==> src/rtl/itp_ram.sv <==
// Generic single-port-write, single-port-read RAM with registered read data.
module itp_ram #(
    parameter int WIDTH = 8,
    parameter int DEPTH = 16
) (
    input  logic                     i_clk,
    input  logic                     i_we,
    input  logic [$clog2(DEPTH)-1:0] i_waddr,
    input  logic [WIDTH-1:0]         i_wdata,
    input  logic [$clog2(DEPTH)-1:0] i_raddr,
    output logic [WIDTH-1:0]         o_rdata
);

    logic [WIDTH-1:0] r_mem [DEPTH];
    logic [WIDTH-1:0] r_rdata;

    // Write port.
    always_ff @(posedge i_clk) begin
        if (i_we) begin
            r_mem[i_waddr] <= i_wdata;
        end
    end

    // Read port, with registered read data.
    always_ff @(posedge i_clk) begin
        r_rdata <= r_mem[i_raddr];
    end

    assign o_rdata = r_rdata;

endmodule

==> config.mk <==
export PLATFORM = sky130hd
export DESIGN_NAME = itp_ram
export DESIGN_NICKNAME = d
export VERILOG_FILES = /design/src/rtl/itp_ram.sv
export SDC_FILE = /design/constraint.sdc
export NUM_CORES = 1
export LEC_CHECK = 0
export BUFFER_PORTS_ARGS = -buffer_cell sky130_fd_sc_hd__buf_2
export CORE_ASPECT_RATIO = 1.1
export CORE_UTILIZATION = 40
export DETAILED_ROUTE_END_ITERATION = 16
export GPL_ROUTABILITY_DRIVEN = 0
export GPL_TIMING_DRIVEN = 0
export HOLD_SLACK_MARGIN = 0.1
export PLACE_DENSITY = 0.61
export SYNTH_ARGS = -nofsm -noshare
export SYNTH_HDL_FRONTEND = slang
export SYNTH_SLANG_ARGS = --single-unit
==> constraint.sdc <==
create_clock -name i_clk -period 2.17 [get_ports i_clk]
set_input_delay 0.217 -clock i_clk [delete_from_list [all_inputs] [get_ports i_clk]]
set_output_delay 0.217 -clock i_clk [all_outputs]
set_load 0.05 [all_outputs]
# Yosys cells after proc, flatten, opt, wreduce, memory -nomap -nowiden
# Memory sizes are Yosys's and may differ from the RTL's. A register that Yosys moved wholly into a read port is not among the register bits.
# Index checks and enable logic that the tools add are counted.
# word_totals
ff_bits,0
latchBits,0
ram_bits,128
mem_bits_ro,0
input_bits,18
out_inout_bits,8
word_cells,3
n_memories,1
# mem_list
memory,words,width,rd,rd_ports_with_merged_regs,write_ports,line,source
r_mem,16,8,1,1,1,14,logic [WIDTH-1:0] r_mem [DEPTH];
# classes
add_sub_neg,0
n_mul,0
div,0
order_cmp,0
n_eq_ne,0
n_shift,0
mux,2
n_bitwise,0
n_reduce_logical,0
# op_table
operator,n
$mux W1,2

# Depth between registers and ports, before layout
# Gate-level depths: netlist of run 1.
# logic_depth
depth_word,2
ltp_mapped,5
ltp_nobuf,3

# Least setup slack after synthesis of run 1
# No wires, ideal clock.
# synth_path
path_type,input -> register
start,input port i_waddr[2]
end,"memory r_mem[0][0], enable pin"
setup_ns,0.383
t_arrival_ns,1.327
required_ns,1.787
slack_ns,0.460
stages,2
n_path_buf,0
path_cell_list,or3b_2 > nor3_1
# synth_rtl
item,line,source
from (decl),8,"input logic [$clog2(DEPTH)-1:0] i_waddr,"
to (decl),14,
# No word-level cell before the write port.

# Final worst setup path of run 1
# layout_path
start,input port i_waddr[2]
end,"memory r_mem[0][6], enable pin"
# No word-level cell before the write port.

==> results of run 1 <==
## sequential cells by signal, indices dropped and copies added (netlist names)
| name | cells |
|---|---|
| r_mem | 128 |
| o_rdata | 8 |
## cell families after synthesis
| group | after synthesis |
|---|---|
| AO/OA/AOI/OAI | 16 |
| buffers and inverters | 10 |
| flip-flops | 136 |
| multiplexers | 32 |
| AND/OR/NAND/NOR | 35 |
## synth_stat cells, drive strengths merged
cell,n,area (sq um)
edfxtp,128,3840
mux4,32,773
a22oi,16,120
nor2,13,48.8
nand2,9,33.8
dfxtp,8,160
buf,7,56.3
nor3,4,20.0
clkdlybuf4s25,3,30.0
nand2b,2,12.5
nand3b,2,15.0
and2,1,6.26
and2b,1,7.51
nand3,1,5.00
nor2b,1,6.26
or3b,1,8.76
## where the power goes
part	switching, uW	internal [uW]	leakage [uW]
clock	1030	1760	0.000295
combinational	221	117	0.000522
sequential	13.3	2940	0.00122
total	1260	4810	0.00204
## layout make-up
cell class / count / area share [%]
Tap cell: 157 / 3.23
Clock buffer: 23 / 8.94
Buffer: 10 / 1.42
Sequential cell: 136 / 65.9
Timing Repair Buffer: 25 / 2.06
Multi-Input combinational cell: 83 / 17.5
Clock inverter: 9 / 0.947
## worst paths after layout
path / startpoint / endpoint / slack (ns)
min reg2reg: r_mem[14][2] / o_rdata[2] / 0.68
max reg2reg: r_mem[3][1] / o_rdata[1] / 0.71
max: i_waddr[2] / r_mem[0][6] / 0.29
min: i_wdata[2] / r_mem[8][2] / 0.20
## placed cells by master (no fill, tap or decap), types with 3 or more instances in the layout
cell type        count
edfxtp_1           128
buf_2               28
clkbuf_16           21
mux4_2              18
a22oi_1             16
mux4_1              14
nor2_1              13
nand2_1              9
dfxtp_1              8
clkinv_2             5
buf_6                3
clkdlybuf4s25_2      3
nor3_1               3
## per-stage QoR
stage	instances	power (uW)	TNS, ns	cell area [sq um]
6_report	443	6080	0	6070
5_1_grt	443	6250	0	6070
4_1_cts	442	6120	0	6060
3_5_place_dp	410	3350	-1.45	5460
3_3_place_gp	410	3340	-1.31	5460
2_1_floorplan	229	3210	0	5150
## metal layers
layer	part of all wire (%)	track usage (%)	routed length, microns
met1	41	21.4	4000
met2	50	25.0	4850
met3	7.7	5.48	745
met4	0.98	6.66	95
met5	0	0	0
==> results.ini, run 1 <==
[critical_path]
path_cells = buf_2 > or3b_2 > nor3_1
cp-start-kind = input port
cp.required_ns = 2.19
cpLargestDelayFamily = simple AND/OR/NAND/NOR gates
worst-path-stages = 3
slowest_delay_ns = 1.04
critPathMaxFanout = 8
setup.worst_path.end_class = flop
r2r_cells = 3
cp.arrival_ns = 1.90
path_class = input port to flop
crit_slowest_cell = nor3_1
critPathBufInv = 1

[die]
dieWidth_microns = 110
ioPinCount = 26
initial_core_util_pct = 40.9
die-height_microns = 121
dieArea_sq_mm = 0.0133
core_sq_mm = 0.0126
row_count = 43

[timing]
rsz0062_at_grt = no
fmax_mhz = 532
worstMarginPinSlew_ns = 1.35
period_share_pct = 86.7
timing.final.ws_setup_ns = 0.290
final.min_clock_period_ns = 1.88
relSlewSlack_pct = 9.37
final_max_slew_viol_count = 0
final_hold_viol_count = 0
fin_skew_ns = 0.00613
hold-worst-slack_ns = 0.198
setup_viol = 0

[layout]
seq_area_sq_mm = 0.00400
utilization_pct = 48.3
diodes = 0
nNetsFinal = 291
nFillCells = 1047
drive_gt1_share_pct = 30.1
multi_input_area_sq_mm = 0.00106
syn2layout_area_growth_pct = 18.0

[grt]
grt_antenna_before_repair = 0
grt_pass1_wl_mm = 14.3
grt.overflow.total = 0
grt_pass1_vias = 2399
groute.usage.overall_pct = 16.3
grt_start_max_net_pins = 17

[flow_run]
cap_violations = 0

[cts]
cts_setup_buffers = 0
hold_buffers = 0
clk_latency_ns = 0.42
cts_tree = built
clockRootBuffer = clkbuf_16
cts.sinks = 136
cts.htree.levels = 4
cts_buffers = 17
path_clk_slew_ns = 0.06
cts_buffer_depth = 2
postCtsResizedCells = 0

[synth]
synth_top_family_by_area = multiplexers
syn-num-nets = 247
yosysUniqueCellTypes = 19
synthAdderAreaFrac_pct = 0
yosys.area_share.xor_xnor_pct = 0
syn_area_sq_mm = 0.00515
ys_ff_latch = 136
syn_inst = 229
yosysWarnings = 0
synthSimpleGateAreaFrac_pct = 3.18
synth_compound_area_share_pct = 2.33
avgSynthCellArea_sq_um = 22.5
yosysSeqAreaShare_pct = 77.8
synth_mux_area_share_pct = 15.0

[pwr]
powerDensity_mw_per_mm2 = 1000
peakVddDrop_mv = 0.392
p_leak_uw = 0.00204

[route]
drt_first_iter_violations = 205
via_per_inst = 5.48
antenna_left = 0
wl_per_cell_microns = 21.9
routed_wl_mm = 9.69
drc = 0
num_vias = 2426
drt-pass1-iter-count = 5

[hold_path]
whs_path_depth = 1
hp-class = input port to flop

[run_status]
status = complete, no violations

[place]
place_worst_setup_slack_ns = -0.182
port_buffers = 24
hpwl_mm = 6.15

No activity file was read; power rests on OpenSTA's default activity.
==> inputs of run 2 (changes only) <==
REMOVE_ABC_BUFFERS = 1   (was not set)
==> results.ini, run 2 (synthesized netlist as in run 1, its figures left out) <==
[critical_path]
path_cells = buf_2 > mux4_1 > a22oi_1 > nand2_1
path_class = input port to flop
slowest_delay_ns = 0.81  ; -0.23 ns
setup.worst_path.end_class = flop
critPathMaxFanout = 32  ; +24
cp.arrival_ns = 2.14  ; +0.24 ns
cp.required_ns = 2.45  ; +0.26 ns
cp-start-kind = input port
r2r_setup_slack_ns = 0.74  ; +0.03 ns
crit_slowest_cell = buf_2

[route]
routed_wl_mm = 9.90  ; +2.2%
num_vias = 2406  ; -0.82%
drt_first_iter_violations = 181  ; -12%
antenna_left = 0  ; unchanged
via_per_inst = 5.56  ; +1.5%
drt-pass1-iter-count = 5  ; unchanged
wl_per_cell_microns = 22.9  ; +4.6%
drc = 0  ; unchanged

[pwr]
powerDensity_mw_per_mm2 = 1020  ; +2.2%
p_leak_uw = 0.00198  ; -3.0%
peakVddDrop_mv = 0.707  ; +80%

[die]
die-height_microns = 121  ; unchanged
dieArea_sq_mm = 0.0133  ; unchanged
dieWidth_microns = 110  ; unchanged
core_sq_mm = 0.0126  ; unchanged
ioPinCount = 26  ; unchanged
row_count = 43  ; unchanged
initial_core_util_pct = 40.9  ; unchanged

[cts]
clockRootBuffer = clkbuf_16
path_clk_slew_ns = 0.06  ; about the same
cts.sinks = 136  ; unchanged
postCtsResizedCells = 0  ; unchanged
clk_latency_ns = 0.42  ; about the same
cts_buffers = 17  ; unchanged
cts.htree.levels = 4  ; unchanged
hold_buffers = 0  ; unchanged
cts_tree = built
cts_setup_buffers = 0  ; unchanged
cts_buffer_depth = 2  ; unchanged

[layout]
largest_reg_flops = 128  ; unchanged
final_common_cell = edfxtp_1
top_register = r_mem
utilization_pct = 47.6  ; -0.68 points
diodes = 0  ; unchanged
nFillCells = 1054  ; +0.67%
layout.cells.non_filler = 433  ; -2.3%
drive_gt1_share_pct = 28.6  ; -1.4 points
final_cell_mix = 128 x edfxtp_1, 25 x buf_2, 18 x mux4_2
design_area_sq_mm = 0.00599  ; -1.4%
syn2layout_area_growth_pct = 16.4
nNetsFinal = 281  ; -3.4%

[timing]
setup_viol = 0  ; unchanged
final_max_slew_viol_count = 0  ; unchanged
relSlewSlack_pct = 9.83  ; +0.46 points
fmax_mhz = 537  ; +0.98%
period_share_pct = 85.8  ; -0.84 points
tns_ns = 0  ; unchanged
rsz0062_at_grt = no
fin_skew_ns = 0.00741  ; +0.00128 ns
worstMarginPinSlew_ns = 1.34  ; -0.00692 ns
final_hold_viol_count = 0  ; unchanged
final.min_clock_period_ns = 1.86  ; -0.0182 ns

[grt]
grt_start_max_net_pins = 33  ; +16
grt_pass1_vias = 2478  ; +3.3%
grt_busiest_layer = met2
grt_pass1_wl_mm = 14.7  ; +2.8%
use_met1_pct = 22.9  ; +1.5 points
met2_usage_pct = 25.4  ; +0.39 points
groute.usage.overall_pct = 16.7  ; +0.32 points
grt_antenna_before_repair = 0  ; unchanged
grt.overflow.total = 0  ; unchanged
grt_util_met3_pct = 5.26  ; -0.21 points

[run_status]
status = complete, no violations

[hold_path]
hp-class = input port to flop

[place]
placed_cells = 401  ; -2.2%
hpwl_mm = 5.86  ; -4.7%
placed_area_sq_mm = 0.00540  ; -1.2%
port_buffers = 25  ; +4.2%

[flow_run]
cap_violations = 0  ; unchanged

==> run 2: cell types whose count changed in the layout (fill, tap and decap cells not counted), moves of 2 or more <==
cell	delta
nor3_1	-2
bufinv_16	+2
nor3_2	+2
buf_6	-3
buf_2	-3
clkdlybuf4s25_2	-3
inv_6	+6
clkinv_2	-4
clkbuf_16	-4
==> run 2: final cells by class <==
cell class | instances | area [sq um] | share of cell area [%]
Tap cell | 157 | 196 | 3.28
Timing Repair Buffer | 25 | 125 | 2.09
Multi-Input combinational cell | 83 | 1070 | 17.9
Clock inverter | 15 | 166 | 2.78
Sequential cell | 136 | 4000 | 66.8
Clock buffer | 17 | 425 | 7.10
==> run 2: report_power, final <==
group	total (uW)	internal (uW)	switching [uW]
logic	320	105	215
clock network	2850	1710	1140
registers	2950	2940	13.4
total	6120	4760	1360
==> run 2: per-layer routing <==
layer  vias to the layer above  wire length, microns
met1                      1272                  4470
met3                         9                   474
met2                        79                  4870
met5                         -                     0
li1                       1046                     -
met4                         0                    89
==> run 2: worst max-delay path: cells and delay by family <==
kind | cells | cell delay [ns]
buf+inv | 1 | 0.81
simple gates | 1 | 0.13
compound gates | 1 | 0.31
mux | 1 | 0.65
==> run 2: worst paths after layout <==
| path | startpoint | end | cells past startpoint |
|---|---|---|---|
| max | i_raddr[0] | o_rdata[1] | 4 |
| min reg2reg | r_mem[14][3] | o_rdata[3] | 3 |
| min | i_wdata[0] | r_mem[0][0] | 1 |
| max reg2reg | r_mem[2][2] | o_rdata[2] | 3 |
==> run 2: per-stage QoR <==
step	hold WS (ns)	total power, uW	setup WS [ns]
finish	0.186	6120	0.308
floorplan	0.316	3180	0.460
global route	0.186	6300	0.141
CTS	0.183	6160	0.259
detailed placement	0.621	3330	-0.164
global placement	0.607	3320	-0.214
==> inputs of run 3 (changes only) <==
PLACE_DENSITY = not set   (was 0.61)
RECOVER_POWER = 25   (was not set)
==> results.ini, run 3 (synthesized netlist as in run 1, its figures left out) <==
[run_status]
status = complete, no violations

[cts]
cts.sinks = 136  ; unchanged
cts.htree.levels = 4  ; unchanged
clockRootBuffer = clkbuf_16
postCtsResizedCells = 0  ; unchanged
cts_tree = built
path_clk_slew_ns = 0.06  ; about the same
hold_buffers = 0  ; unchanged
clk_latency_ns = 0.41  ; about the same
cts_buffers = 17  ; unchanged
cts_buffer_depth = 2  ; unchanged
cts_setup_buffers = 0  ; unchanged

[grt]
grt_pass1_vias = 2493  ; +0.61%
grt.overflow.total = 0  ; unchanged
grt_start_max_net_pins = 33  ; unchanged
groute.usage.overall_pct = 16.3  ; -0.35 points
grt_pass1_wl_mm = 14.5  ; -1.6%
grt_antenna_before_repair = 0  ; unchanged

[critical_path]
r2r_cells = 3  ; unchanged
setup.worst_path.end_class = flop
cp.required_ns = 2.46  ; about the same
critPathMaxFanout = 32  ; unchanged
cp.arrival_ns = 2.10  ; -0.04 ns
r2r_start = r_mem[1][0]
endpoint = o_rdata[1]
path_class = input port to flop
r2r_setup_slack_ns = 0.74  ; about the same
rr_endpoint = o_rdata[0]
startpoint = i_raddr[0]
cp-start-kind = input port

[layout]
largest_reg_flops = 128  ; unchanged
final_cell_mix = 128 x edfxtp_1, 20 x buf_2, 18 x mux4_2
syn2layout_area_growth_pct = 17.6
nFillCells = 1060  ; +0.57%
nNetsFinal = 282  ; +0.36%
final_common_cell = edfxtp_1
diodes = 0  ; unchanged
top_register = r_mem
drive_gt1_share_pct = 26.8  ; -1.8 points
layout.cells.non_filler = 433  ; unchanged

[route]
drc = 0  ; unchanged
num_vias = 2383  ; -0.96%
drt_first_iter_violations = 174  ; -3.9%
drt-pass1-iter-count = 4  ; -1
wl_per_cell_microns = 22.2  ; -3.0%
antenna_left = 0  ; unchanged
routed_wl_mm = 9.61  ; -3.0%
via_per_inst = 5.50  ; -0.96%

[die]
ioPinCount = 26  ; unchanged
row_count = 43  ; unchanged
initial_core_util_pct = 40.9  ; unchanged
core_sq_mm = 0.0126  ; unchanged
dieArea_sq_mm = 0.0133  ; unchanged
dieWidth_microns = 110  ; unchanged
die-height_microns = 121  ; unchanged

[timing]
fin_skew_ns = 0.00383  ; -0.00359 ns
final.min_clock_period_ns = 1.82  ; -0.0465 ns
setup_viol = 0  ; unchanged
timing.final.ws_setup_ns = 0.354  ; +0.0465 ns
fmax_mhz = 551  ; +2.6%
final_max_slew_viol_count = 0  ; unchanged
period_share_pct = 83.7  ; -2.1 points
rsz0062_at_grt = no
worstMarginPinSlew_ns = 1.05  ; -0.289 ns
final_hold_viol_count = 0  ; unchanged
relSlewSlack_pct = 29.8  ; +20 points
hold-worst-slack_ns = 0.198  ; +0.0121 ns

[hold_path]
hp-class = input port to flop
hp-start = i_wdata[0]

[place]
port_buffers = 25  ; unchanged
hpwl_mm = 5.83  ; -0.45%
place_worst_setup_slack_ns = -0.131  ; +0.0335 ns
placed_cells = 402  ; +0.25%

[pwr]
powerDensity_mw_per_mm2 = 1060  ; +4.0%
p_leak_uw = 0.00200  ; +1.0%
peakVddDrop_mv = 0.510  ; -28%

[flow_run]
cap_violations = 0  ; unchanged

[run 3: routing by layer]
layer  global-route usage, %  vias up  share of wire, %  wire length, microns
li1                        -     1043                 -                     -
met1                    21.7     1231                42                  4040
met2                    25.5       89                50                  4820
met3                    3.81       20               5.9                   564
met4                    7.24        0               1.9                   183
met5                       0        -                 0                     0
[run 3: critical path: stages]
cell and delay (ns):
buf_2 0.78, mux4_1 0.69, a22oi_1 0.27, nand2_1 0.12
[run 3: area by class of cell]
| type | instances | area [sq um] | area share [%] |
|---|---|---|---|
| Sequential cell | 136 | 4000 | 66.1 |
| Timing Repair Buffer | 26 | 126 | 2.09 |
| Clock inverter | 14 | 230 | 3.80 |
| Clock buffer | 17 | 425 | 7.03 |
| Tap cell | 157 | 196 | 3.24 |
| Multi-Input combinational cell | 83 | 1070 | 17.7 |
[run 3: metrics by stage]
| step | util [%] | cell area (sq um) | TNS [ns] | total power [uW] |
|---|---|---|---|---|
| 4_1_cts | 48.1 | 6060 | 0 | 6470 |
| 2_1_floorplan | - | 5060 | 0 | 3180 |
| 5_1_grt | 48.1 | 6050 | 0 | 6590 |
| 3_3_place_gp | 42.8 | 5380 | -2.37 | 3320 |
| 6_report | 48.1 | 6050 | 0 | 6430 |
| 3_5_place_dp | 42.9 | 5410 | -0.627 | 3330 |
[run 3: report_power, final]
group / switching [uW] / leakage, uW / internal (uW)
Sequential: 14.0 / 0.00122 / 2940
Clock: 1030 / 0.000311 / 2130
Combinational: 212 / 0.000465 / 104
Total: 1250 / 0.00200 / 5180
[run 3: worst min path at each step]
| stage | end | slack [ns] | cells past startpoint |
|---|---|---|---|
| global placement | r_mem[0][3] | 0.61 | 1 |
| floorplan | r_mem[0][0] | 0.32 | 0 |
| finish | r_mem[0][0] | 0.20 | 1 |
| global route | r_mem[9][4] | 0.21 | 1 |
| detailed placement | r_mem[4][6] | 0.62 | 1 |
| CTS | r_mem[4][6] | 0.19 | 1 |
